==> src/sv/olte_pkg.sv <==
// Shared types and codes for the ordered list table engine.
// No dependencies; imported by the interfaces, the cell and the top level.
`default_nettype none

package olte_pkg;

    typedef enum logic [1:0] {
        ACT_INSERT_FRONT = 2'd0,
        ACT_INSERT_BACK  = 2'd1,
        ACT_REMOVE       = 2'd2,
        ACT_LOOKUP       = 2'd3
    } olte_action_t;

    typedef enum logic [1:0] {
        ST_OK        = 2'd0,
        ST_FULL      = 2'd1,
        ST_NOT_FOUND = 2'd2
    } olte_status_t;

    localparam int unsigned ValueWidth  = 32;
    localparam int unsigned LengthWidth = 5;

    // Broadcast command seen by every cell in the chain.
    typedef struct packed {
        logic                  front;
        logic                  tail;
        logic                  remove;
        logic [ValueWidth-1:0] value;
    } olte_cmd_t;

endpackage

`default_nettype wire

==> src/sv/olte_cell.sv <==
// One storage cell of the list: holds one element, matches it against the
// broadcast value and shifts from its neighbors. Depends on olte_pkg.
`default_nettype none

module olte_cell
    import olte_pkg::*;
(
    input  wire logic                  clk,
    input  wire olte_cmd_t             cmd,
    input  wire logic                  occupied,
    input  wire logic                  at_tail,
    input  wire logic [ValueWidth-1:0] left_val,
    input  wire logic [ValueWidth-1:0] right_val,
    input  wire logic                  seen_in,
    output logic                       seen_out,
    output logic [ValueWidth-1:0]      val
);

    logic [ValueWidth-1:0] val_reg;
    logic [ValueWidth-1:0] val_next;
    logic                  hit;

    assign hit      = occupied && (val_reg == cmd.value);
    assign seen_out = seen_in || hit;
    assign val      = val_reg;

    always_comb
    begin
        priority if (cmd.front)
        begin
            val_next = left_val;
        end
        else if (cmd.tail && at_tail)
        begin
            val_next = cmd.value;
        end
        else if (cmd.remove && seen_out)
        begin
            val_next = right_val;
        end
        else
        begin
            val_next = val_reg;
        end
    end

    always_ff @(posedge clk)
    begin
        val_reg <= val_next;
    end

endmodule

`default_nettype wire

==> config.mk <==
export PLATFORM = sky130hd
export DESIGN_NAME = olte_cell
export DESIGN_NICKNAME = d
export VERILOG_FILES = /design/src/sv/olte_pkg.sv /design/src/sv/olte_cell.sv
export SDC_FILE = /design/constraint.sdc
export NUM_CORES = 1
export LEC_CHECK = 0
export BUFFER_PORTS_ARGS = -buffer_cell sky130_fd_sc_hd__buf_4
export CAP_MARGIN = 20
export CORE_MARGIN = 2
export CORE_UTILIZATION = 43
export CTS_BUF_LIST = sky130_fd_sc_hd__clkbuf_8
export DETAILED_ROUTE_END_ITERATION = 16
export HOLD_SLACK_MARGIN = 0.15
export PLACE_DENSITY_LB_ADDON = 0.15
export SYNTH_ARGS = -nofsm -noshare
export SYNTH_HDL_FRONTEND = slang
export SYNTH_SLANG_ARGS = --single-unit
==> constraint.sdc <==
create_clock -name clk -period 3.4 [get_ports clk]
set_clock_uncertainty 0.1 [all_clocks]
set_input_delay 0.34 -clock clk [delete_from_list [all_inputs] [get_ports clk]]
set_output_delay 0.34 -clock clk [all_outputs]
set_load 0.005 [all_outputs]
==> summary.md <==
| Metric | Value |
|---|---|
| Share of the synthesized area in the top cell type | `0.4809` |
| # H-tree levels | `2` |
| Synth top cells by count | `nand2_1, o21ai_0, edfxtp_1, mux2i_1, xnor2_1` |
| Tcrit/Tclk final | `0.7149` |
| Sw Ratio | `0.2445` |
| DRT iter0 DRCs | `68` |
| Die Area | `5209 µm²` |
| CTS Buf Count | `5` |
| Overflow after GRT | `0` |
| All-Layer GR Usage | `0.2087` |
| Setup TNS | `0 ns` |
| Synth Flop Type | `edfxtp_1` |
| Post_cts resized | `0` |
| Port Buffers | `135` |
| P_leak | `1.528 nW` |
| Slowest stage delay, CP | `0.42 ns` |
| First-pass GRT wire length | `8328 µm` |
| Syn avg cell area | `10.57 µm²` |
| Status | `complete, no violations` |
| Switch Pwr | `0.0002972 W` |
| CTS sink count | `32` |
| Critical Path RT | `3.28 ns` |
| Slew @ Worst Pin | `0.7354 ns` |
| Core area | `4414 µm²` |
| Final hold violations | `0` |
| Setup violations, final | `0` |
| Initial DRT Pass Iterations | `4` |
| Vias/cell | `5.000` |
| Fmax achieved | `411.4 MHz` |
| Antenna Nets Post-Route | `0` |
| Yosys reg bits | `32` |
| Top cells by area, synth | `edfxtp_1, mux2i_1, xnor2_1` |
| Slew Limit Fails | `0` |
| Remaining routing DRC violations | `0` |
| P per Cell Area | `383.7 nW/µm²` |
| Largest fanout on the critical path | `12` |
| Seq/Total Area, Yosys | `0.4809` |
| Hold Path Class | `in -> reg` |
| R2R depth | `6` |
| CP Launch Type | `register` |
| Nets | `427` |
| # rows | `24` |
| Vias in the first global route | `1,836` |
| Die Span Y | `72.17 µm` |
| Ys async rst share | `0` |
| GP Congestion | `0.7733` |
| # Post-CTS Setup Buffers | `0` |
| Post-synth EDFFs | `32` |
| Slowest cell on crit path | `edfxtp_1` |
| CP Class | `reg -> reg` |
| Power share of the clock group | `0.286` |
| Routed WL | `5376 µm` |
| Most used cell, CP | `nand4_1` |
| Worst skew pair latency | `0.28 ns` |
| Initial Utilization | `0.4527` |
| Hold path cells | `3` |
| Hold-fix buffers, CTS | `0` |
| Post-layout minimum cycle time | `2.431 ns` |
| CTS tree | `done` |
| Mapped Area | `1998 µm²` |
| Post-route insts no fill | `377` |
| Post-synth net total | `292` |
| Antenna violations before repair | `0` |
| Max reg flops | `32` |
| Clock slew at reported path FFs | `0.07 ns` |
| Die W | `72.17 µm` |
| Peak VDD IR | `0.2522 mV` |
| Combinational cell fraction of total power | `0.274` |
| Sequential fraction of design power | `0.440` |
| P&R area growth vs syn | `58.55%` |
| Pin count of the biggest net entering global routing | `66` |
| Max cap viols | `0` |
| Pint | `0.0009184 W` |
| Clock Tree Buf Depth | `2` |
| Final HPWL DP | `4206 µm` |
| Crit path DAT | `2.31 ns` |
| Cells after synthesis | `189` |
| RSZ-0062 raised after global routing | `false` |
| Layout cell share with drive strength beyond 1 | `0.4492` |
| Post-Place Cells | `369` |
| DR WL/cell | `14.26 µm` |
| I/O pin cnt | `136` |
| Relative slew slack | `0.5080` |
| Yosys cell types | `17` |
| Crit. End Element | `register` |
| Via count | `1,885` |
| # diodes | `0` |
| Synth warn | `0` |
| Leading area contributor after synthesis | `edfxtp_1` |
| Root Buffer | `clkbuf_8` |
| Crit path cell chain | `xnor2_1 -> nand4_1 -> nor4_1 -> nand4_1 -> o211ai_4 -> buf_4` |
## worst paths after layout
check,startpoint,endpoint,slack [ns]
worst max-delay path,val[30],val[2],0.97
worst min-delay path,left_val[25],val[25],0.24
worst max register to register,val[30],val[2],0.97
worst min register to register,val[18],val[9],1.00
## cell type report
| type | count | area (µm²) |
|---|---|---|
| tap | 52 | 65.06 |
| clock inverter | 3 | 37.54 |
| timing repair buffer | 138 | 1036 |
| sequential | 32 | 960.9 |
| multi-input combinational | 145 | 992.2 |
| clock buffer | 5 | 68.82 |
| fill | 352 | 1246 |
| inverter | 2 | 7.507 |
## per-layer routing
layer	track usage	vias to the layer above	part of all wire
li1	-	946	-
met1	0.2577	853	0.40
met2	0.3547	84	0.51
met3	0.06528	2	0.090
met4	0.05451	0	0.0043
met5	0	-	0
## worst max-delay path: cells and delay by family (launching register included)
family | cells | cell delay, ns
and+or+nand+nor | 3 | 0.74
DFF | 1 | 0.42
AOI/OAI and AO/OA | 1 | 0.42
buffers and inverters | 1 | 0.28
xor gates and xnor gates | 1 | 0.18
## power groups by stage
stage	sequential, W	clock (W)	combinational (W)
floorplan	0.000545	0	0.000126
global placement	0.000542	0	0.000331
detailed placement	0.000542	0	0.000336
CTS	0.000535	0.000353	0.000338
global route	0.000541	0.000374	0.000364
finish	0.000534	0.000348	0.000333
## kinds of logic (layout without fill, tap and decap cells)
family / after synthesis / count (layout) / synth area share
simple gates: 47 / 47 / 0.1033
compound gates: 35 / 35 / 0.09142
xor+xnor: 31 / 31 / 0.1359
flops: 32 / 32 / 0.4809
mux: 32 / 32 / 0.1603
buf+inv: 12 / 148 / 0.02818
## cell usage in the layout, fill, tap and decap left out
cell type    n
bufinv_16    1
nand2_1     32
o21ai_0     33
clkbuf_8     5
clkinv_1     2
a21oi_1      1
buf_4      138
inv_1        2
o211ai_4     1
xnor2_1     26
nand3_1      1
nor2_1       1
xor2_1       5
nor4_1       2
nand4_1      7
nand2_2      1
edfxtp_1    32
nand2b_1     2
nor3_1       1
mux2i_1     32
## per-stage QoR
stage | utilization | hold WS [ns] | power [W] | instance area, µm² | setup WS (ns)
2_1_floorplan | - | 0.4271 | 0.0006712 | 1998 | 0.9012
3_3_place_gp | 0.6936 | 0.5141 | 0.0008726 | 3062 | 0.9324
3_5_place_dp | 0.6936 | 0.5248 | 0.0008776 | 3062 | 0.9229
4_1_cts | 0.7177 | 0.2300 | 0.001226 | 3168 | 0.9351
5_1_grt | 0.7177 | 0.2284 | 0.001278 | 3168 | 0.8127
6_report | 0.7177 | 0.2355 | 0.001216 | 3168 | 0.9692
No activity file was read; power rests on OpenSTA's default activity.
